`src/hdl/ostt_pkg.sv`:
```
// Package of shared constants, opcodes and control structs for the one-shot timer table.
`default_nettype none

package ostt_pkg;

  // Table size and the width of a slot index.
  localparam int NUM_SLOTS = 64;
  localparam int SLOT_AW   = (NUM_SLOTS > 1) ? $clog2(NUM_SLOTS) : 1;

  // Field widths.
  localparam int OP_W   = 2;
  localparam int ID_W   = 8;
  localparam int TIME_W = 32;
  localparam int PAR_W  = 32;

  // Opcodes.
  localparam logic [OP_W-1:0] OP_PROCESS = 2'd0;
  localparam logic [OP_W-1:0] OP_START   = 2'd1;
  localparam logic [OP_W-1:0] OP_CANCEL  = 2'd2;
  localparam logic [OP_W-1:0] OP_QUERY   = 2'd3;

  // Commands from the controller to the datapath.
  typedef struct packed {
    logic load;    // capture the accepted item and rewind the scan
    logic step;    // apply the current slot's action and move on
    logic finish;  // emit the closing result and commit a start
  } ostt_cmd_t;

  // Status from the datapath to the controller.
  typedef struct packed {
    logic need_out;   // current slot emits an earlier expiry, needs the output register
    logic out_free;   // output register can be loaded this cycle
    logic last_slot;  // scan pointer is on the final slot
  } ostt_sts_t;

endpackage : ostt_pkg

`default_nettype wire

```
`src/hdl/ostt_ctrl.sv`:
```
// Controller state machine sequencing the slot scan for each item.
`default_nettype none

module ostt_ctrl (
  input  wire logic              clk,
  input  wire logic              rst_n,
  input  wire logic              in_valid,
  output logic                   in_ready,
  input  wire ostt_pkg::ostt_sts_t sts,
  output ostt_pkg::ostt_cmd_t    cmd
);
  import ostt_pkg::*;

  localparam logic [1:0] ST_IDLE   = 2'd0;
  localparam logic [1:0] ST_SCAN   = 2'd1;
  localparam logic [1:0] ST_FINISH = 2'd2;

  logic [1:0] state_r, state_nxt;

  assign in_ready = (state_r == ST_IDLE);

  always_comb begin
    cmd.load   = in_valid && (state_r == ST_IDLE);
    cmd.step   = (state_r == ST_SCAN) && (!sts.need_out || sts.out_free);
    cmd.finish = (state_r == ST_FINISH) && sts.out_free;
  end

  always_comb begin
    state_nxt = state_r;
    case (state_r)
      ST_IDLE: begin
        if (cmd.load) state_nxt = ST_SCAN;
      end
      ST_SCAN: begin
        if (cmd.step && sts.last_slot) state_nxt = ST_FINISH;
      end
      ST_FINISH: begin
        if (cmd.finish) state_nxt = ST_IDLE;
      end
      default: begin
        state_nxt = ST_IDLE;
      end
    endcase
  end

  always_ff @(posedge clk) begin
    if (!rst_n) begin
      state_r <= ST_IDLE;
    end else begin
      state_r <= state_nxt;
    end
  end

  // At most one command is issued in any cycle.
  a_one_cmd: assert property (@(posedge clk) disable iff (!rst_n)
    $countones({cmd.load, cmd.step, cmd.finish}) <= 1)
    else $error("more than one command in a cycle");

  // Loading an item always starts a scan.
  a_load_scans: assert property (@(posedge clk) disable iff (!rst_n)
    cmd.load |=> state_r == ST_SCAN)
    else $error("load did not start a scan");

  // The closing result is followed by a return to idle.
  a_finish_idle: assert property (@(posedge clk) disable iff (!rst_n)
    cmd.finish |=> in_ready)
    else $error("block not idle after finishing an item");

endmodule : ostt_ctrl

`default_nettype wire

```
`config.mk`:
```
export PLATFORM = sky130hd
export DESIGN_NAME = ostt_ctrl
export DESIGN_NICKNAME = d
export VERILOG_FILES = /design/src/hdl/ostt_pkg.sv /design/src/hdl/ostt_ctrl.sv
export SDC_FILE = /design/constraint.sdc
export NUM_CORES = 1
export LEC_CHECK = 0
export BUFFER_PORTS_ARGS = -buffer_cell sky130_fd_sc_hd__buf_2
export CAP_MARGIN = 0
export CORE_AREA = 2 2 39 41
export CTS_CLUSTER_DIAMETER = 40
export DETAILED_ROUTE_END_ITERATION = 12
export DIE_AREA = 0 0 41 43
export GPL_ROUTABILITY_DRIVEN = 1
export PLACE_DENSITY = 0.4
export SYNTH_ARGS = -nofsm -noshare
export SYNTH_HDL_FRONTEND = slang
export SYNTH_SLANG_ARGS = --single-unit
export TNS_END_PERCENT = 20
```
`constraint.sdc`:
```
create_clock -name clk -period 1 [get_ports clk]
set_input_delay 0.15 -clock clk [delete_from_list [all_inputs] [get_ports clk]]
set_output_delay 0.15 -clock clk [all_outputs]
set_load 0.01 [all_outputs]
```
After elaboration in Yosys (flattened, before gate mapping). Cells that the tools add are included.

Bits in registers: 2. Input bits: 6. Word-level logic and storage cells: 18.

Mux-type cells: 4. Reductions and logical operators: 8. Equality and inequality tests: 5.

Operator list (count): 2-bit two-way mux (3); 2-bit case mux with 3 select lines (1); 1-bit logical AND (4); 2-bit by 1-bit != test with 1-bit output (second input constant) (2); 3-bit AND reduction (1); 2-bit by 1-bit == test with 1-bit output (second input constant) (1); 2-bit == test (second input constant) (1); 2-bit zero test (1); 2-bit != test (second input constant) (1); 1-bit zero test (1); 1-bit logical OR (1).

Logic depth before layout (Yosys ltp). Gate-level depths: netlist of run 1.

Depth in word-level cells: 6. Mapped depth: 2. Mapped depth without buffers: 2.

Worst setup path before layout of run 1. No wires, ideal clock.

Path kind: register to output. Start point: reg state_r[0]. End point: out cmd[2] in the netlist's numbering. Data arrival time: 0.743 ns. Required time: 0.850 ns. Cell stages (with the launch flop): 3. Path slack: 0.107 ns. Buffers on the path: 0. Path through: dfxtp_1 nor2_1 and2_1.

RTL lines: start: declaration (line ostt_ctrl.sv:18) `logic [1:0] state_r, state_nxt;`; start signal: assignment (line ostt_ctrl.sv:50) `state_r <= state_nxt;`; end: declaration (line ostt_ctrl.sv:10) `output ostt_pkg::ostt_cmd_t cmd`.

==> results of run 1 <==
## cells by family (layout without fill, tap and decap cells)
| kind of cell | after synthesis | count (layout) |
|---|---|---|
| AO/OA/AOI/OAI | 2 | 2 |
| flip-flops | 2 | 2 |
| AND/OR/NAND/NOR | 10 | 10 |
| buffers and inverters | 0 | 12 |
## power by group through the flow
stage               Combinational [uW]  Clock [uW]  Sequential [uW]
floorplan                         30.7           0             92.6
global placement                  58.9           0             94.2
detailed placement                58.1           0             94.2
CTS                               63.3         191             94.6
global route                      73.4         195             96.1
finish                            65.3         176             95.1
## timing repair
action / 4_1_cts / 5_1_grt
resized for setup: 5 / 2
gates cloned: 0 / 0
setup endpoints to repair: 4 / 4
pin swaps: 1 / 2
## layout make-up
class,count,area (um^2)
repair buffers,9,51.3
flip-flops and latches,2,47.5
well taps,16,20.0
fillers,154,1150
multi-input cells,12,95.1
clock buffers,3,22.5
## cells in the mapped netlist
master / count
sky130_fd_sc_hd__nor4bb_1: 1
sky130_fd_sc_hd__nand2b_1: 1
sky130_fd_sc_hd__and2_1: 1
sky130_fd_sc_hd__nand2_1: 1
sky130_fd_sc_hd__and3b_2: 1
sky130_fd_sc_hd__and3b_1: 1
sky130_fd_sc_hd__a31o_1: 1
sky130_fd_sc_hd__a311oi_1: 1
sky130_fd_sc_hd__dfxtp_1: 2
sky130_fd_sc_hd__nand2b_4: 1
sky130_fd_sc_hd__nor2_1: 3
## per-stage QoR
step | util [%] | setup WS (ps)
4_1_cts | 16.5 | -73.3
3_3_place_gp | 13.9 | 91.9
3_5_place_dp | 13.9 | 82.9
6_report | 17.1 | -63.3
5_1_grt | 17.1 | -114
2_1_floorplan | - | 107
## per-layer routing
metal	track usage (%)	wire length, um	up-vias
met5	0	0	-
met4	6.00	0	0
met3	4.71	56	0
met2	4.38	91	10
met1	7.01	208	52
li1	-	-	76
## worst max path at each step
stage	cells after the start	end	start
3_3_place_gp	3	cmd[2]	state_r[0]$_SDFFE_PN0P_
2_1_floorplan	2	cmd[2]	state_r[0]$_SDFFE_PN0P_
6_report	3	cmd[2]	state_r[0]$_SDFFE_PN0P_
4_1_cts	3	cmd[2]	state_r[0]$_SDFFE_PN0P_
3_5_place_dp	3	cmd[2]	state_r[0]$_SDFFE_PN0P_
5_1_grt	3	cmd[2]	state_r[0]$_SDFFE_PN0P_
==> impl_metrics.tcl, run 1 <==
set metrics [dict create \
    worst_slew_margin_rel_pct 84.5 \
    synth_compound_area_share_pct 13.7 \
    tritoncts "built" \
    total_routed_length_um 356 \
    placedCellCount 39 \
    power.share.clock_pct 52.2 \
    crit_slowest_cell "sky130_fd_sc_hd__dfxtp_4" \
    swShare_pct 24.1 \
    timing.reg2reg.setup_slack_ps 150 \
    violated_checks "setup timing" \
    initial_antenna_violation_count 0 \
    min_hold_slack_ps 148 \
    cts.reportedPaths.clkPinSlew_ps 30 \
    grt_max_degree 8 \
    cts_hold_buf 0 \
    p_switching_uw 80.8 \
    crit_type "flop to primary output" \
    core-area_um2 1380 \
    synth-adder-area-share_pct 0 \
    vdd.ir_drop.worst_uv 394 \
    detailedRoute.firstIterationViolations 1 \
    antenna-diode-count 0 \
    upper_clock_frequency_limit_mhz 940 \
    io_pins 10 \
    die_w_um 41 \
    crit_path_max_fanout 7 \
    total_cts_buffers 3 \
    largest_register_ff_count 2 \
    post_drt_wl_per_cell_um 8.48 \
    place.port_buffers 9 \
    result_of_the_run "complete, but fails checks" \
    pwr-share-seq_pct 28.3 \
    finClkSkew_ps 0.148 \
    synthSimpleGateAreaFrac_pct 54.9 \
    clk_latency_ps 220 \
    max-cap-violations 0 \
    grt_first_pass_wirelength_um 552 \
    final_layout_size_suffix_gt1_share_pct 65.4 \
    synthesis.instances 14 \
    register_with_the_most_flip_flops "state_r" \
    dominant_combinational_cell_family_by_area_after_synthesis "simple AND/OR/NAND/NOR gates" \
    synth_cell_type_count 11 \
    synth_nets 20 \
    start_util_pct 9.22 \
    global_route.overflow_total 0 \
    dpl_cell_area_um2 193 \
    synth-xor-area-share_pct 0 \
    grt_pass1_vias 143 \
    netlist.area_leader.share_pct 31.4 \
    rsz0062_at_grt "true" \
    final_cell_mix "sky130_fd_sc_hd__buf_2 (8), sky130_fd_sc_hd__clkbuf_4 (3), sky130_fd_sc_hd__nor2_1 (2), sky130_fd_sc_hd__dfxtp_4 (2)" \
    dieHeight_um 43 \
    layout_worst_path_cycle_share_pct 106 \
    num_vias 138 \
    dr.pass1.iters 2 \
    top_area_cells_in_the_synthesized_netlist "sky130_fd_sc_hd__dfxtp_1 (31%), sky130_fd_sc_hd__nand2b_4 (11%), sky130_fd_sc_hd__nor2_1 (8.8%), sky130_fd_sc_hd__and3b_2 (7.8%), sky130_fd_sc_hd__nor4bb_1 (7.8%)" \
    p_total_uw 336 \
    critical_path_arrival_ps 910 \
    timing.hold.worst.class "input port to flop" \
    worst-path-buf-inv 1 \
    worst-endpoint-required_ps 850 \
    synth.yosys.seq_area_share_pct 31.4 \
    share_of_synthesized_area_spent_on_multiplexers_pct 0 \
    comb_power_share_pct 19.4 \
    clock_tree.htree_level_count 1 \
    layout.nets 34 \
    worstSetupStartpointType "flop" \
    max-clock-path-buffers 2 \
    cts_root_buf "sky130_fd_sc_hd__clkbuf_4" \
    finalHoldViolations 0 \
    post-route-cell-area_um2 236 \
    final-instance-count-excl-fill 42 \
    max_stage_delay_ps 360 \
    drc 0 \
    design.die.area_um2 1760 \
    cts_post_setup_buffers_inserted 0 \
    reg2reg_depth 2 \
    final_critical_path_setup_slack_ps -63.3 \
    clock_sinks 2 \
    post_synth_instance_area_um2 128 \
    timing.final.crit_period_ps 1060 \
    area_growth_syn_to_layout_pct 85.3 \
    route.antenna.remaining_nets 0 \
    layout.cells.most_common "sky130_fd_sc_hd__buf_2" \
    global_route.usage.total_pct 5.41 \
    worstHoldEndpoint "state_r[0]$_SDFFE_PN0P_" \
    timing.critical_path.max_delay_family "flip-flops" \
    timing_max_transition_violations_final 0 \
    setup-violations-final 3 \
    synth_warnings 0 \
    synth-seq-cells 2 \
    setup.worst_path.end_class "primary output" \
    reg2reg_to "state_r[1]$_SDFFE_PN0P_" \
    routed_via_density 3.29 \
    max_slew.worst_pin.slew_ps 230 \
    power_per_cell_area_nw_per_um2 1420 \
    cellInternalPower_uw 255 \
    whs_path_depth 2 \
    routabilityCongestion 0.659 \
    synth_area_leader_cell "sky130_fd_sc_hd__dfxtp_1" \
    largestRegisters "state_r: 2 flops" \
    post_synth.cell_area_avg_um2 9.12 \
    floorplan.rows 14 \
    cellLeakagePower_uw 0.000111 \
    critical_path.cell_chain "nor2_4, and2_1, buf_2" \
    worstHoldStart "sts[0]" \
    finalSetupTns_ps -129 \
    timing.rr.start "state_r[1]$_SDFFE_PN0P_" \
]
No activity file was read; power rests on OpenSTA's default activity.
==> inputs of run 2 (changes only) <==
Settings changed: CAP_MARGIN 0 to unset, CORE_AREA 2 2 39 41 to 4 4 41 43, DIE_AREA 0 0 41 43 to 0 0 45 47.
Clock period 1 ns to 1.07 ns, I/O delays scaled along.
==> impl_metrics.tcl, run 2 (synthesis gave the netlist of run 1 again) <==
set metrics [dict create \
    cts.reportedPaths.clkPinSlew_ps 30 \
    design.die.area_um2 2120 \
    power_per_cell_area_nw_per_um2 1280 \
    min_hold_slack_ps 160 \
    preCtsSetupSlack_ps 136 \
    detailedRoute.firstIterationViolations 7 \
    final-instance-count-excl-fill 43 \
    crit_start "state_r[1]$_SDFFE_PN0P_" \
    setup.worst_path.end_class "primary output" \
    routabilityCongestion 0.686 \
    cts_hold_buf 0 \
    reg2reg_to "state_r[1]$_SDFFE_PN0P_" \
    cellInternalPower_uw 244 \
    result_of_the_run "finished, final reports clean" \
    timing.hold.worst.class "input port to flop" \
    grt_pass1_vias 182 \
    final_layout_size_suffix_gt1_share_pct 67.9 \
    critical_path_arrival_ps 910 \
    total_cts_buffers 3 \
    place.port_buffers 9 \
    rsz0062_at_grt "true" \
    crit_slowest_cell "sky130_fd_sc_hd__dfxtp_4" \
    worst-path-stages 2 \
    critical_path.cell_chain "and3b_2, buf_6" \
    finClkSkew_ps 3.91 \
    power.share.clock_pct 50.8 \
    clk_latency_ps 220 \
    swShare_pct 23.9 \
    global_route.overflow_total 0 \
    num_vias 167 \
    final-seq-area_um2 47.5 \
    cellLeakagePower_uw 0.000122 \
    max_slew.worst_pin.slew_ps 235 \
    timing.rr.start "state_r[0]$_SDFFE_PN0P_" \
    drc 0 \
    layout_worst_path_cycle_share_pct 99.7 \
    setup-violations-final 0 \
    max-cap-violations 0 \
    timing.reg2reg.setup_slack_ps 100 \
    initial_antenna_violation_count 0 \
    io_pins 10 \
    final.fill_count 156 \
    worstSetupStartpointType "flop" \
    post_drt_wl_per_cell_um 9.65 \
    max_stage_delay_ps 360 \
    pwr-share-seq_pct 26.9 \
    multi_input_area_um2 95.1 \
    floorplan.rows 13 \
    largestRegisters "state_r: 2 flops" \
    final_critical_path_setup_slack_ps 3.16 \
    grt_max_degree 5 \
    dr.pass1.iters 4 \
    p_total_uw 321 \
    reg2reg_depth 3 \
    p_switching_uw 76.8 \
    comb_power_share_pct 22.3 \
    crit_type "flop to primary output" \
    start_util_pct 9.81 \
    die_w_um 45 \
    register_with_the_most_flip_flops "state_r" \
    placedCellCount 38 \
    crit_path_max_fanout 4 \
    largest_register_ff_count 2 \
    finalHoldViolations 0 \
    core-area_um2 1300 \
    worstSetupEndpoint "cmd[1]" \
    utilization_pct 19.2 \
    route.antenna.remaining_nets 0 \
    layout.cells.most_common "sky130_fd_sc_hd__buf_2" \
    timing.final.crit_period_ps 1070 \
    routed_via_density 3.88 \
    clock_sinks 2 \
    worst_slew_margin_rel_pct 84.1 \
    layout.nets 36 \
    antenna-diode-count 0 \
    tritoncts "built" \
    clock_tree.htree_level_count 1 \
    vdd.ir_drop.worst_uv 279 \
    dieHeight_um 47 \
    cts_root_buf "sky130_fd_sc_hd__clkbuf_4" \
    timing.critical_path.max_delay_family "flip-flops" \
    total_routed_length_um 415 \
    timing_max_transition_violations_final 0 \
    upper_clock_frequency_limit_mhz 937 \
    grt_first_pass_wirelength_um 759 \
    worst-endpoint-required_ps 910 \
    max-clock-path-buffers 2 \
    global_route.usage.total_pct 5.52 \
    area_growth_syn_to_layout_pct 96.1 \
    final_cell_mix "sky130_fd_sc_hd__buf_2 (8), sky130_fd_sc_hd__clkbuf_4 (3), sky130_fd_sc_hd__nor2_1 (2), sky130_fd_sc_hd__buf_4 (2), sky130_fd_sc_hd__dfxtp_4 (2)" \
    worst-path-buf-inv 1 \
]
## run 2: repair_timing
item / in CTS / in global routing
buffers inserted: 2 / 0
pin swaps: 2 / 1
gates resized for setup: 5 / 2
hold endpoints to repair: 0 / 0
setup endpoints to repair: 2 / 3
## run 2: metal layers
| layer | routed length [um] | vias up | track usage (%) |
|---|---|---|---|
| li1 | - | 80 | - |
| met1 | 188 | 72 | 5.87 |
| met2 | 155 | 15 | 7.06 |
| met3 | 72 | 0 | 2.68 |
| met4 | 0 | 0 | 7.02 |
| met5 | 0 | - | 0 |
## run 2: cell type report
type                    instances  area share, %
multi-input cells              12           38.0
repair buffers                 11           26.5
flip-flops and latches          2           19.0
clock buffers                   3           9.00
well taps                      15           7.50
## run 2: power by group through the flow
stage          Combinational [uW]  Sequential, uW  Clock, uW
3_3_place_gp                 53.5            87.5          0
2_1_floorplan                28.7            86.6          0
6_report                     71.5            86.3        163
3_5_place_dp                 55.6            88.4          0
4_1_cts                      70.0            86.3        175
5_1_grt                      80.7            87.3        179
## run 2: how the worst min path moves through the flow
| stage | start | to | cells after the start |
|---|---|---|---|
| 3_3_place_gp | sts[0] | state_r[0]$_SDFFE_PN0P_ | 2 |
| 6_report | sts[0] | state_r[0]$_SDFFE_PN0P_ | 2 |
| 3_5_place_dp | sts[0] | state_r[0]$_SDFFE_PN0P_ | 2 |
| 4_1_cts | sts[0] | state_r[0]$_SDFFE_PN0P_ | 2 |
| 2_1_floorplan | sts[0] | state_r[0]$_SDFFE_PN0P_ | 1 |
| 5_1_grt | sts[0] | state_r[0]$_SDFFE_PN0P_ | 2 |
## run 2: worst reg2reg max path, cell delays in order, from the launching register on
cell and delay, ps:
sky130_fd_sc_hd__dfxtp_4 350, sky130_fd_sc_hd__buf_4 140, sky130_fd_sc_hd__and3b_1 180, sky130_fd_sc_hd__a31o_1 200
## run 2: metrics by stage
| stage | setup TNS (ps) | cell area [um^2] |
|---|---|---|
| floorplan | 0 | 128 |
| global placement | 0 | 191 |
| detailed placement | 0 | 191 |
| CTS | 0 | 243 |
| global route | -119 | 250 |
| finish | 0 | 250 |
